==> config.mk <==
export PLATFORM = sky130hd
export DESIGN_NAME = mono_glyph_box_downsample
export DESIGN_NICKNAME = d
export VERILOG_FILES = /design/src/design/mgbd_pkg.sv /design/src/design/mono_glyph_box_downsample.sv /design/src/design/mgbd_front.sv /design/src/design/mgbd_fifo.sv /design/src/design/mgbd_back.sv
export SDC_FILE = /design/constraint.sdc
export NUM_CORES = 1
export LEC_CHECK = 0
export BUFFER_PORTS_ARGS = -buffer_cell sky130_fd_sc_hd__buf_2
export CORE_AREA = 5 5 258 323
export DETAILED_ROUTE_END_ITERATION = 10
export DIE_AREA = 0 0 263 328
export MAX_ROUTING_LAYER = met4
export PLACE_DENSITY_LB_ADDON = 0.08
export SKIP_CTS_REPAIR_TIMING = 1
export SLEW_MARGIN = 30
export SYNTH_ARGS = -nofsm -noshare
export SYNTH_HDL_FRONTEND = slang
export SYNTH_HIERARCHICAL = 1
export SYNTH_SLANG_ARGS = --single-unit
==> constraint.sdc <==
create_clock -name i_clk -period 4.95 [get_ports i_clk]
set_clock_uncertainty 0.05 [all_clocks]
set_input_delay 0.495 -clock i_clk [delete_from_list [all_inputs] [get_ports i_clk]]
set_output_delay 0.495 -clock i_clk [all_outputs]
set_load 0.03 [all_outputs]
==> src/design/mgbd_pkg.sv <==
`timescale 1ns / 1ps

package mgbd_pkg;

    localparam int MaxGlyphWidth  = 256;
    localparam int MaxGlyphHeight = 256;

    localparam int DIM_W      = 9;   // width / height register
    localparam int BC_W       = 5;   // byte column, up to 32 bytes per row
    localparam int SR_W       = 8;   // source row
    localparam int BAND_W     = 3;   // row within a band
    localparam int SUM_W      = 7;   // column sum / gray level
    localparam int COL_W      = 6;
    localparam int ROW_W      = 6;
    localparam int SUM_ROWS   = 32;  // one row per byte column, two lanes each
    localparam int CFG_IDX_W  = 2;

    localparam int QUEUE_DEPTH = 4;
    localparam int QPTR_W      = 2;

    localparam logic [DIM_W-1:0] MAX_W_DIM = DIM_W'(MaxGlyphWidth);
    localparam logic [DIM_W-1:0] MAX_H_DIM = DIM_W'(MaxGlyphHeight);

    localparam logic [CFG_IDX_W-1:0] CFG_GLYPH_WIDTH  = 2'd0;
    localparam logic [CFG_IDX_W-1:0] CFG_GLYPH_HEIGHT = 2'd1;
    localparam logic [CFG_IDX_W-1:0] CFG_SCALE_MODE   = 2'd2;

    typedef struct packed {
        logic                 valid;
        logic [CFG_IDX_W-1:0] index;
        logic [DIM_W-1:0]     data;
    } t_cfg_wr;

    // one classified byte, front to back
    typedef struct packed {
        logic [BC_W-1:0]  byte_col;
        logic [SUM_W-1:0] add0;
        logic [SUM_W-1:0] add1;
        logic             mode8;
        logic             end_band;
        logic             second;
        logic [ROW_W-1:0] out_row;
        logic             glyph_end;
    } t_work;

    function automatic logic [3:0] count8(input logic [7:0] b);
        logic [7:0] v;
        v = (b & 8'h55) + ((b & 8'haa) >> 1);
        v = (v & 8'h33) + ((v & 8'hcc) >> 2);
        v = (v & 8'h0f) + ((v & 8'hf0) >> 4);
        return v[3:0];
    endfunction

    function automatic logic [2:0] count4(input logic [3:0] n);
        logic [3:0] v;
        v = (n & 4'h5) + ((n & 4'ha) >> 1);
        v = (v & 4'h3) + ((v & 4'hc) >> 2);
        return v[2:0];
    endfunction

    function automatic logic [DIM_W-1:0] clamp_dim(input logic [DIM_W-1:0] v,
                                                   input logic [DIM_W-1:0] maxv);
        logic [DIM_W-1:0] r;
        if (v == '0) begin
            r = DIM_W'(1);
        end else if (v > maxv) begin
            r = maxv;
        end else begin
            r = v;
        end
        return r;
    endfunction

endpackage

==> src/design/mono_glyph_box_downsample.sv <==
`timescale 1ns / 1ps

// Box downsampler for 1-bit glyphs: takes one packed byte (MSB leftmost) per transfer in
// raster order and gives 0..64 gray pixels on each band's last row, one per byte in
// 8x8 mode, two per byte in 4x4 mode (one when the second column is past the reduced
// width). A byte is taken every cycle unless the queue is full; the output register moves
// one result per cycle when not stalled, so a 4x4 byte on a band's last row that yields two
// results holds the back end while it sends both, and a four-entry queue between classifier
// and accumulator absorbs that and output stalls. Column sums live in flip-flops with per-row
// valid bits, so there is no clearing pass after reset. The config port is always ready; any
// write restarts the glyph and must only be issued while the block is idle.
module mono_glyph_box_downsample (
    input  logic                              i_clk,
    input  logic                              i_rst_n,
    input  logic                              i_cfg_valid,
    output logic                              o_cfg_ready,
    input  logic [mgbd_pkg::CFG_IDX_W-1:0]    i_cfg_index,
    input  logic [mgbd_pkg::DIM_W-1:0]        i_cfg_data,
    input  logic                              i_in_valid,
    output logic                              o_in_stall,
    input  logic [7:0]                        i_pixel_bits,
    output logic                              o_out_valid,
    input  logic                              i_out_stall,
    output logic [mgbd_pkg::SUM_W-1:0]        o_gray_level,
    output logic [mgbd_pkg::COL_W-1:0]        o_out_column,
    output logic [mgbd_pkg::ROW_W-1:0]        o_out_row,
    output logic                              o_last_of_item,
    output logic                              o_last_of_glyph
);
    import mgbd_pkg::*;

    t_cfg_wr cfg_wr;
    t_work   push_work;
    t_work   head_work;
    logic    push;
    logic    pop;
    logic    q_full;
    logic    head_valid;

    assign o_cfg_ready  = 1'b1;
    assign cfg_wr.valid = i_cfg_valid && o_cfg_ready;
    assign cfg_wr.index = i_cfg_index;
    assign cfg_wr.data  = i_cfg_data;

    mgbd_front u_front (
        .i_clk        (i_clk),
        .i_rst_n      (i_rst_n),
        .i_cfg        (cfg_wr),
        .i_in_valid   (i_in_valid),
        .i_pixel_bits (i_pixel_bits),
        .i_q_full     (q_full),
        .o_in_stall   (o_in_stall),
        .o_push       (push),
        .o_work       (push_work)
    );

    mgbd_fifo u_fifo (
        .i_clk   (i_clk),
        .i_rst_n (i_rst_n),
        .i_push  (push),
        .i_data  (push_work),
        .i_pop   (pop),
        .o_full  (q_full),
        .o_valid (head_valid),
        .o_head  (head_work)
    );

    mgbd_back u_back (
        .i_clk           (i_clk),
        .i_rst_n         (i_rst_n),
        .i_clear         (cfg_wr.valid),
        .i_head_valid    (head_valid),
        .i_head          (head_work),
        .o_pop           (pop),
        .o_out_valid     (o_out_valid),
        .i_out_stall     (i_out_stall),
        .o_gray_level    (o_gray_level),
        .o_out_column    (o_out_column),
        .o_out_row       (o_out_row),
        .o_last_of_item  (o_last_of_item),
        .o_last_of_glyph (o_last_of_glyph)
    );

endmodule

==> src/design/mgbd_front.sv <==
`timescale 1ns / 1ps

module mgbd_front (
    input  logic                  i_clk,
    input  logic                  i_rst_n,
    input  mgbd_pkg::t_cfg_wr     i_cfg,
    input  logic                  i_in_valid,
    input  logic [7:0]            i_pixel_bits,
    input  logic                  i_q_full,
    output logic                  o_in_stall,
    output logic                  o_push,
    output mgbd_pkg::t_work       o_work
);
    import mgbd_pkg::*;

    logic [DIM_W-1:0]  r_width;
    logic [DIM_W-1:0]  r_height;
    logic              r_mode;
    logic [BC_W-1:0]   r_byte_col;
    logic [SR_W-1:0]   r_src_row;
    logic [BAND_W-1:0] r_band_row;

    logic [DIM_W-1:0] w;
    logic [DIM_W-1:0] h;
    logic [BC_W:0]    row_bytes;
    logic [6:0]       out_w;
    logic             last_col;
    logic             last_row;
    logic [3:0]       band_len;
    logic             end_band;
    logic [2:0]       frac;
    logic [7:0]       mask;
    logic [7:0]       b;
    logic [COL_W-1:0] c1;

    always_comb begin
        w         = clamp_dim(r_width, MAX_W_DIM);
        h         = clamp_dim(r_height, MAX_H_DIM);
        row_bytes = (BC_W+1)'(({1'b0, w} + 10'd7) >> 3);
        out_w     = 7'(({1'b0, w} + 10'd3) >> 2);
        last_col  = ((BC_W+1)'(r_byte_col) + (BC_W+1)'(1)) >= row_bytes;
        last_row  = (DIM_W'(r_src_row) + DIM_W'(1)) >= h;
        band_len  = r_mode ? 4'd8 : 4'd4;
        end_band  = ((4'(r_band_row) + 4'd1) >= band_len) || last_row;
        frac      = w[2:0];
        // clear pixels past the glyph's right edge
        mask      = (last_col && frac != 3'd0) ? 8'(8'hff << (4'd8 - 4'(frac))) : 8'hff;
        b         = i_pixel_bits & mask;
        c1        = {r_byte_col, 1'b1};

        o_work.byte_col  = r_byte_col;
        o_work.mode8     = r_mode;
        o_work.end_band  = end_band;
        o_work.second    = 7'(c1) < out_w;
        o_work.glyph_end = last_col && last_row;
        if (r_mode) begin
            o_work.add0    = SUM_W'(count8(b));
            o_work.add1    = '0;
            o_work.out_row = ROW_W'(r_src_row[SR_W-1:3]);
        end else begin
            o_work.add0    = SUM_W'({count4(b[7:4]), 2'b00});
            o_work.add1    = SUM_W'({count4(b[3:0]), 2'b00});
            o_work.out_row = r_src_row[SR_W-1:2];
        end
    end

    assign o_in_stall = i_q_full;
    assign o_push     = i_in_valid && !i_q_full;

    always_ff @(posedge i_clk) begin
        if (!i_rst_n) begin
            r_width    <= DIM_W'(8);
            r_height   <= DIM_W'(8);
            r_mode     <= 1'b1;
            r_byte_col <= '0;
            r_src_row  <= '0;
            r_band_row <= '0;
        end else if (i_cfg.valid) begin
            case (i_cfg.index)
                CFG_GLYPH_WIDTH:  r_width  <= i_cfg.data;
                CFG_GLYPH_HEIGHT: r_height <= i_cfg.data;
                CFG_SCALE_MODE:   r_mode   <= i_cfg.data[0];
                default:          ;
            endcase
            // any write restarts the glyph
            r_byte_col <= '0;
            r_src_row  <= '0;
            r_band_row <= '0;
        end else if (o_push) begin
            if (last_col) begin
                r_byte_col <= '0;
                if (last_row) begin
                    r_src_row  <= '0;
                    r_band_row <= '0;
                end else begin
                    r_src_row  <= r_src_row + SR_W'(1);
                    r_band_row <= end_band ? '0 : r_band_row + BAND_W'(1);
                end
            end else begin
                r_byte_col <= r_byte_col + BC_W'(1);
            end
        end
    end

endmodule

==> src/design/mgbd_fifo.sv <==
`timescale 1ns / 1ps

module mgbd_fifo (
    input  logic              i_clk,
    input  logic              i_rst_n,
    input  logic              i_push,
    input  mgbd_pkg::t_work   i_data,
    input  logic              i_pop,
    output logic              o_full,
    output logic              o_valid,
    output mgbd_pkg::t_work   o_head
);
    import mgbd_pkg::*;

    t_work              r_mem [QUEUE_DEPTH];
    logic [QPTR_W-1:0]  r_wr_ptr;
    logic [QPTR_W-1:0]  r_rd_ptr;
    logic [QPTR_W:0]    r_count;

    assign o_full  = r_count == (QPTR_W+1)'(QUEUE_DEPTH);
    assign o_valid = r_count != '0;
    assign o_head  = r_mem[r_rd_ptr];

    always_ff @(posedge i_clk) begin
        if (!i_rst_n) begin
            r_wr_ptr <= '0;
            r_rd_ptr <= '0;
            r_count  <= '0;
        end else begin
            if (i_push) begin
                r_wr_ptr <= r_wr_ptr + QPTR_W'(1);
            end
            if (i_pop) begin
                r_rd_ptr <= r_rd_ptr + QPTR_W'(1);
            end
            case ({i_push, i_pop})
                2'b10:   r_count <= r_count + (QPTR_W+1)'(1);
                2'b01:   r_count <= r_count - (QPTR_W+1)'(1);
                default: ;
            endcase
        end
    end

    always_ff @(posedge i_clk) begin
        if (i_push) begin
            r_mem[r_wr_ptr] <= i_data;
        end
    end

endmodule

==> src/design/mgbd_back.sv <==
`timescale 1ns / 1ps

module mgbd_back (
    input  logic                          i_clk,
    input  logic                          i_rst_n,
    input  logic                          i_clear,
    input  logic                          i_head_valid,
    input  mgbd_pkg::t_work               i_head,
    output logic                          o_pop,
    output logic                          o_out_valid,
    input  logic                          i_out_stall,
    output logic [mgbd_pkg::SUM_W-1:0]    o_gray_level,
    output logic [mgbd_pkg::COL_W-1:0]    o_out_column,
    output logic [mgbd_pkg::ROW_W-1:0]    o_out_row,
    output logic                          o_last_of_item,
    output logic                          o_last_of_glyph
);
    import mgbd_pkg::*;

    // lane 0: even column (or the 8x8 column), lane 1: odd column in 4x4 mode
    logic [SUM_W-1:0]    r_sum_lo [SUM_ROWS];
    logic [SUM_W-1:0]    r_sum_hi [SUM_ROWS];
    logic [SUM_ROWS-1:0] r_row_valid;
    logic                r_phase;   // second result of a 4x4 byte pending

    logic                r_out_valid;
    logic [SUM_W-1:0]    r_gray;
    logic [COL_W-1:0]    r_col;
    logic [ROW_W-1:0]    r_row;
    logic                r_last_item;
    logic                r_last_glyph;

    logic             out_free;
    logic             two;
    logic             emit;
    logic [SUM_W-1:0] s0;
    logic [SUM_W-1:0] s1;
    logic [SUM_W-1:0] n_gray;
    logic [COL_W-1:0] n_col;
    logic             n_last_item;
    logic             n_last_glyph;

    always_comb begin
        out_free = !r_out_valid || !i_out_stall;
        two      = !i_head.mode8 && i_head.second;
        s0 = (r_row_valid[i_head.byte_col] ? r_sum_lo[i_head.byte_col] : '0) + i_head.add0;
        s1 = (r_row_valid[i_head.byte_col] ? r_sum_hi[i_head.byte_col] : '0) + i_head.add1;
        emit  = i_head_valid && i_head.end_band && out_free;
        o_pop = i_head_valid && (!i_head.end_band || (out_free && (!two || r_phase)));

        if (r_phase) begin
            n_gray       = s1;
            n_col        = {i_head.byte_col, 1'b1};
            n_last_item  = 1'b1;
            n_last_glyph = i_head.glyph_end;
        end else begin
            n_gray       = s0;
            n_col        = i_head.mode8 ? {1'b0, i_head.byte_col} : {i_head.byte_col, 1'b0};
            n_last_item  = !two;
            n_last_glyph = i_head.glyph_end && !two;
        end
    end

    always_ff @(posedge i_clk) begin
        if (!i_rst_n) begin
            r_phase     <= 1'b0;
            r_out_valid <= 1'b0;
            r_row_valid <= '0;
        end else if (i_clear) begin
            r_phase     <= 1'b0;
            r_row_valid <= '0;
        end else begin
            if (emit) begin
                r_phase     <= two && !r_phase;
                r_out_valid <= 1'b1;
            end else if (!i_out_stall) begin
                r_out_valid <= 1'b0;
            end
            if (o_pop) begin
                r_row_valid[i_head.byte_col] <= !i_head.end_band;
            end
        end
    end

    always_ff @(posedge i_clk) begin
        if (o_pop && !i_head.end_band) begin
            r_sum_lo[i_head.byte_col] <= s0;
            r_sum_hi[i_head.byte_col] <= s1;
        end
        if (emit) begin
            r_gray       <= n_gray;
            r_col        <= n_col;
            r_row        <= i_head.out_row;
            r_last_item  <= n_last_item;
            r_last_glyph <= n_last_glyph;
        end
    end

    assign o_out_valid     = r_out_valid;
    assign o_gray_level    = r_gray;
    assign o_out_column    = r_col;
    assign o_out_row       = r_row;
    assign o_last_of_item  = r_last_item;
    assign o_last_of_glyph = r_last_glyph;

`ifndef SYNTHESIS
    a_phase_has_pair: assert property (@(posedge i_clk) disable iff (!i_rst_n)
        r_phase |-> (i_head_valid && !i_head.mode8 && i_head.end_band && i_head.second))
        else $error("second-result phase without a matching 4x4 byte");

    a_glyph_ends_item: assert property (@(posedge i_clk) disable iff (!i_rst_n)
        r_out_valid |-> (!r_last_glyph || r_last_item))
        else $error("glyph end on a result that does not end its byte");

    a_first_then_second: assert property (@(posedge i_clk) disable iff (!i_rst_n)
        (emit && !r_phase && two && !i_clear) |=> r_phase)
        else $error("4x4 byte lost its second result");

    a_clear_idle: assert property (@(posedge i_clk) disable iff (!i_rst_n)
        i_clear |-> !r_phase)
        else $error("configuration write while a byte is in flight");
`endif

endmodule
Word level (Yosys, flattened, before mapping)
Memories as Yosys holds them, arrays and structs flattened. A register that Yosys moved wholly into a read port is not among the register bits.
Index checks and enable logic that the tools add are counted.
{"block": "totals", "reg_bits": 97, "latch_bits": 0, "mem_bits_rw": 556, "mem_bits_ro": 0, "input_bits": 24, "out_inout_bits": 24, "mem_count": 3}
{"name": "u_back.r_sum_hi", "words": 32, "word_bits": 7, "read_ports": 1, "rd_clocked_by_memory_dff": 0, "wr": 1, "line": "mgbd_back.sv:22", "rtl": "logic [SUM_W-1:0] r_sum_hi [SUM_ROWS];"}
{"name": "u_back.r_sum_lo", "words": 32, "word_bits": 7, "read_ports": 1, "rd_clocked_by_memory_dff": 0, "wr": 1, "line": "mgbd_back.sv:21", "rtl": "logic [SUM_W-1:0] r_sum_lo [SUM_ROWS];"}
{"name": "u_fifo.r_mem", "words": 4, "word_bits": 27, "read_ports": 1, "rd_clocked_by_memory_dff": 1, "wr": 1, "line": "mgbd_fifo.sv:15", "rtl": "t_work r_mem [QUEUE_DEPTH];"}
{"block": "op_classes", "addsub": 22, "multipliers": 0, "div_mod_pow": 0, "n_lt_le_gt_ge": 8, "eq_ne": 6, "shift": 1, "mux": 32, "n_bitwise": 3, "n_reduce_logical": 35}
{"cell": "9-bit 2-to-1 mux", "count": 4}
{"cell": "32-bit bitwise mux", "count": 1}
{"cell": "7-bit 2-to-1 mux", "count": 3}
{"cell": "9-bit greater-than comparator, second input constant", "count": 2}
{"cell": "9-bit zero test", "count": 2}
{"cell": "6-bit 2-to-1 mux", "count": 3}
{"cell": "8-bit 2-to-1 mux", "count": 2}
{"cell": "7-bit adder", "count": 2}
{"cell": "1-bit logical AND", "count": 12}
{"cell": "12-bit 2-to-1 mux", "count": 1}
{"cell": "2-bit AND reduction", "count": 5}
{"cell": "8-bit by 1-bit adder with 9-bit output, second input constant", "count": 1}
{"cell": "9-bit by 2-bit adder with 9-bit output, second input constant", "count": 1}
{"cell": "9-bit by 3-bit adder with 9-bit output, second input constant", "count": 1}
{"cell": "9-bit >= comparator", "count": 1}
{"cell": "1-bit 2-to-1 mux", "count": 9}
{"cell": "3-bit by 3-bit adder with 4-bit output", "count": 2}
{"cell": "7-bit by 7-bit adder with 8-bit output", "count": 1}
{"cell": "8-bit by 1-bit adder with 8-bit output, second input constant", "count": 1}
{"cell": "8-bit bitwise AND", "count": 1}
{"cell": "8-bit by 4-bit << shifter with 8-bit output, first input constant", "count": 1}
{"cell": "6-bit by 6-bit adder with 7-bit output", "count": 1}
{"cell": "1-bit zero test", "count": 7}
{"cell": "6-bit by 7-bit < comparator with 1-bit output", "count": 1}
{"cell": "other kinds (30)", "count": 42}

Longest topological paths before layout
{"block": "depth", "word_depth": 12, "ltp_mapped": 23, "ltp_nobuf": 21}

By module
Netlist, hierarchy kept.
{"module": "mgbd_back", "instances": 1, "cells_each": 1040, "area_each_um2": 19994.2}
{"module": "mgbd_fifo", "instances": 1, "cells_each": 193, "area_each_um2": 4635.7}
{"module": "mgbd_front", "instances": 1, "cells_each": 372, "area_each_um2": 3055.4}
{"module": "mono_glyph_box_downsample", "instances": 1, "cells_each": 2, "area_each_um2": 11.3}

Worst setup path after synthesis
No wires, ideal clock.
{"block": "synth_timing", "path_type": "register to register", "start": "reg (tool-made name)", "end": "mem u_back.r_sum_lo[0][6] (data pin)", "setup_ns": 0.387, "t_arrival_ns": 4.913, "required_time_ns": 4.513, "path_slack_ns": -0.400, "path_stages_with_launch": 20, "period_less_slack_ns": 5.350, "cell_sequence": "dfxtp_1 > buf_6 > buf_12 > mux4_2 > buf_6 > buf_6 > buf_4 > buf_4 > mux4_2 > a22o_1 > a221oi_1 > a31oi_1 > ha_1 > fa_1 > a21o_1 > a21oi_1 > o21bai_1 > a21oi_1 > xnor2_1 > xnor2_1"}
{"item": "end, declared", "line": "mgbd_back.sv:21"}

==> flow_summary.ini <==
[global_route]
top_usage_layer = met2
grt_max_degree = 41
grt_pass1_wl_um = 108000
met1_usage_pct = 20.7
grt.overflow.total = 0
groute.layer.met2.usage_pct = 31.5
first_global_vias = 15433
met3_usage_pct = 2.58
track_usage_pct = 17.5
antenna_found_initial = 0

[setup_path]
crit_type = reg2reg
r2r_cells = 16
r2r_end = u_back/o_gray_level[6]
cp-start-kind = flop
critPathSlowestCell = mux4_4
end_kind = flop
r2r_slack_ps = 180
cp_cell_sequence = buf_12 > mux4_4 > buf_12 > buf_4 > mux4_2 > a221oi_4 > buf_4 > a31oi_2 > fa_1 > a21oi_2 > o211ai_1 > a21oi_2 > xnor2_2 > or3b_1 > o211ai_2 > nor3_2
cp.required_ps = 5270
slowest_delay_ps = 740
cp-endpoint = u_back/o_gray_level[6]
critical_path.max_fanout = 28
worstPathArrival_ps = 5090

[drt]
routed_wl_um = 75400
dr_total_vias = 14902
ant_nets = 0
post_drt_wl_per_cell_um = 26.1
dr.first_iter.drc_count = 1035
drc = 0
vias_per_cell = 5.16
drt_pass1_iterations = 6

[layout]
drive_gt1_share_pct = 26.7
fin_nets = 1853
antenna_cells = 0
instances_no_fill = 2888
post-route-util_pct = 40.7
syn_to_final_growth_pct = 17.0

[clocking]
cts_max_level = 3
root_buffer = clkbuf_16
cts.clk_slew.worst_paths_ps = 60
tritoncts = done
insertion_delay_ps = 620
cts_made_buffers = 71
clock-sinks = 663
cts_buffer_depth = 3

[timing]
rsz0062_at_grt = true
drv_slew = 0
period_share_pct = 96.4
setup-violations-final = 0
fin_crit_ps = 4770
worstMarginPinSlew_ps = 958
finalHoldViolCount = 0
slew_headroom_pct = 36.0
clock.fmax_mhz = 210

[floorplan]
rows = 116
start_util_pct = 34.8
die-area_um2 = 86300
ioPinCount = 48
core_area_um2 = 79700
fp.dieH_um = 328
fp.dieW_um = 263

[logic_synthesis]
synth_edf_count = 585
yosysWarnings = 6
syn_area_um2 = 27700
synth_cells = 1607
seq_area_frac_synth_pct = 69.1
synth_seq_cells = 663
synth_flop_cell = edfxtp_1
synth_top_area_share_pct = 63.4
synth_cell_types = 76
syn_avg_cell_area_um2 = 17.2
synth_area_leader_cell = edfxtp_1
ys_async_sr_fraction_pct = 0
synth.top_cells.by_area = edfxtp_1 63%, mux4_2 11%, dfxtp_1 5.6%

[power]
power_leakage_nw = 11.0
max-vdd-ir-drop_uv = 894
cellPowerDensity_nw_per_um2 = 816

[job]
maxCapViolCount = 0

[placed_design]
dpl.hpwl_um = 50000
place.port_buffers = 46
gp_congestion = 0.840
dp.cells = 2752

[min_path]
hold_class = in2reg

[status]
outcome = complete, no violations
==> worst max-delay path: cells and delay by family (launching register included) <==
family / cells / cell delay (ps)
flip-flops: 1 / 370
buffers and inverters: 4 / 750
XOR/XNOR: 1 / 100
AO/OA/AOI/OAI: 6 / 1210
adder cells (fa/ha/maj): 1 / 470
multiplexers: 2 / 1060
AND/OR/NAND/NOR: 2 / 460
==> cell type report <==
class                   instances  area (µm²)
fillers                      7256       47300
flip-flops and latches        663       19100
multi-input cells             809        8070
clock buffers                  95        1960
repair buffers                180        1430
well taps                    1062        1330
clock inverters                34         299
inverters                      45         169
==> placed cells by master (no fill, tap or decap), types with 8 or more instances in the layout <==
cell / count
nor3_1: 8
xor2_1: 8
nand3_1: 17
buf_12: 9
a21o_1: 9
and2_1: 15
o22ai_1: 9
xnor2_2: 10
nor2b_1: 32
dfxtp_1: 76
o21ai_0: 46
xnor2_1: 14
nand3b_1: 11
nor2_1: 32
ha_1: 48
clkbuf_16: 77
clkinv_1: 16
clkbuf_1: 19
buf_2: 46
a21oi_1: 64
mux2_2: 15
edfxtp_1: 585
buf_4: 119
inv_1: 43
mux4_2: 129
mux2i_1: 52
a31oi_1: 15
a22oi_1: 30
nand2b_1: 15
a221oi_1: 9
a22o_1: 12
nand2_1: 89
a21oi_2: 8
==> cell usage after synthesis (all sizes together), types with 4 or more instances <==
library cell,count
nand2b,16
a22o,12
clkbuf,26
nor3,11
a21o,9
buf,69
xnor2,24
o21bai,5
nand4b,4
nor3b,7
dfxtp,78
mux4,132
or3b,5
nand3,17
and3,7
mux2,15
and2,16
nand3b,11
ha,53
nor2b,32
nand2,89
a22oi,31
o211ai,4
a21oi,72
a221oi,12
fa,6
or3,6
nor2,32
o22ai,11
edfxtp,585
mux2i,54
o21ai,49
a31oi,16
inv,44
a21boi,5
xor2,11
nand4,4
==> layer usage <==
metal	share of wire, %	vias to the layer above
met5	0	-
met4	2.0	0
met3	4.1	81
met2	54	325
met1	40	7836
li1	-	6660
==> how the worst min path moves through the flow <==
stage | start | slack (ps) | cells after the start | end
CTS | i_cfg_data[3] | 20 | 3 | u_front/r_height[3]
global placement | u_back/r_row_valid[22] | 410 | 2 | u_back/r_row_valid[22]
global route | i_cfg_data[3] | 40 | 3 | u_front/r_height[3]
floorplan | u_front/r_band_row[1] | 400 | 2 | u_front/r_band_row[1]
finish | i_cfg_data[3] | 60 | 3 | u_front/r_height[3]
detailed placement | u_back/r_row_valid[0] | 420 | 2 | u_back/r_row_valid[0]
==> state kept, by name, indices dropped and copies added (netlist names), 7 cells and up, named ones only <==
register and count:
u_back/r_sum_hi 224, u_front/r_height 9, u_back/r_row_valid 32, u_fifo/r_mem 116
u_front/r_src_row 8, u_front/r_width 9, u_back/o_gray_level 7, u_back/r_sum_lo 224
==> stage by stage <==
step	TNS, ps	hold slack, ps	instance area [µm²]	setup slack (ps)	total power, mW
4_1_cts	-21810	17.0	32100	-426	26.5
2_1_floorplan	0	399	27700	32.4	15.6
3_5_place_dp	-19400	418	29800	-398	21.3
6_report	0	62.5	32400	177	26.4
5_1_grt	-460	35.8	32400	-46.8	27.6
3_3_place_gp	-16690	411	29800	-356	21.1
==> cell families (layout without fill, tap and decap cells) <==
kind of cell / count (synthesis) / count (layout) / synth area share, %
and+or+nand+nor: 267 / 267 / 5.22
other: 2 / 7 / 0.0271
AOI/OAI and AO/OA: 240 / 240 / 5.64
DFF: 663 / 663 / 69.1
buffers and inverters: 140 / 354 / 2.81
adders and majority gates: 59 / 59 / 2.83
xor gates and xnor gates: 35 / 35 / 1.11
muxes: 201 / 201 / 13.3
==> power by group <==
group	switching (mW)	total [mW]	internal, mW
clock network	2.17	5.21	3.05
logic	7.41	11.4	3.95
registers	0.140	9.85	9.71
total	9.71	26.4	16.7
Power figures use the tool's default switching activity.
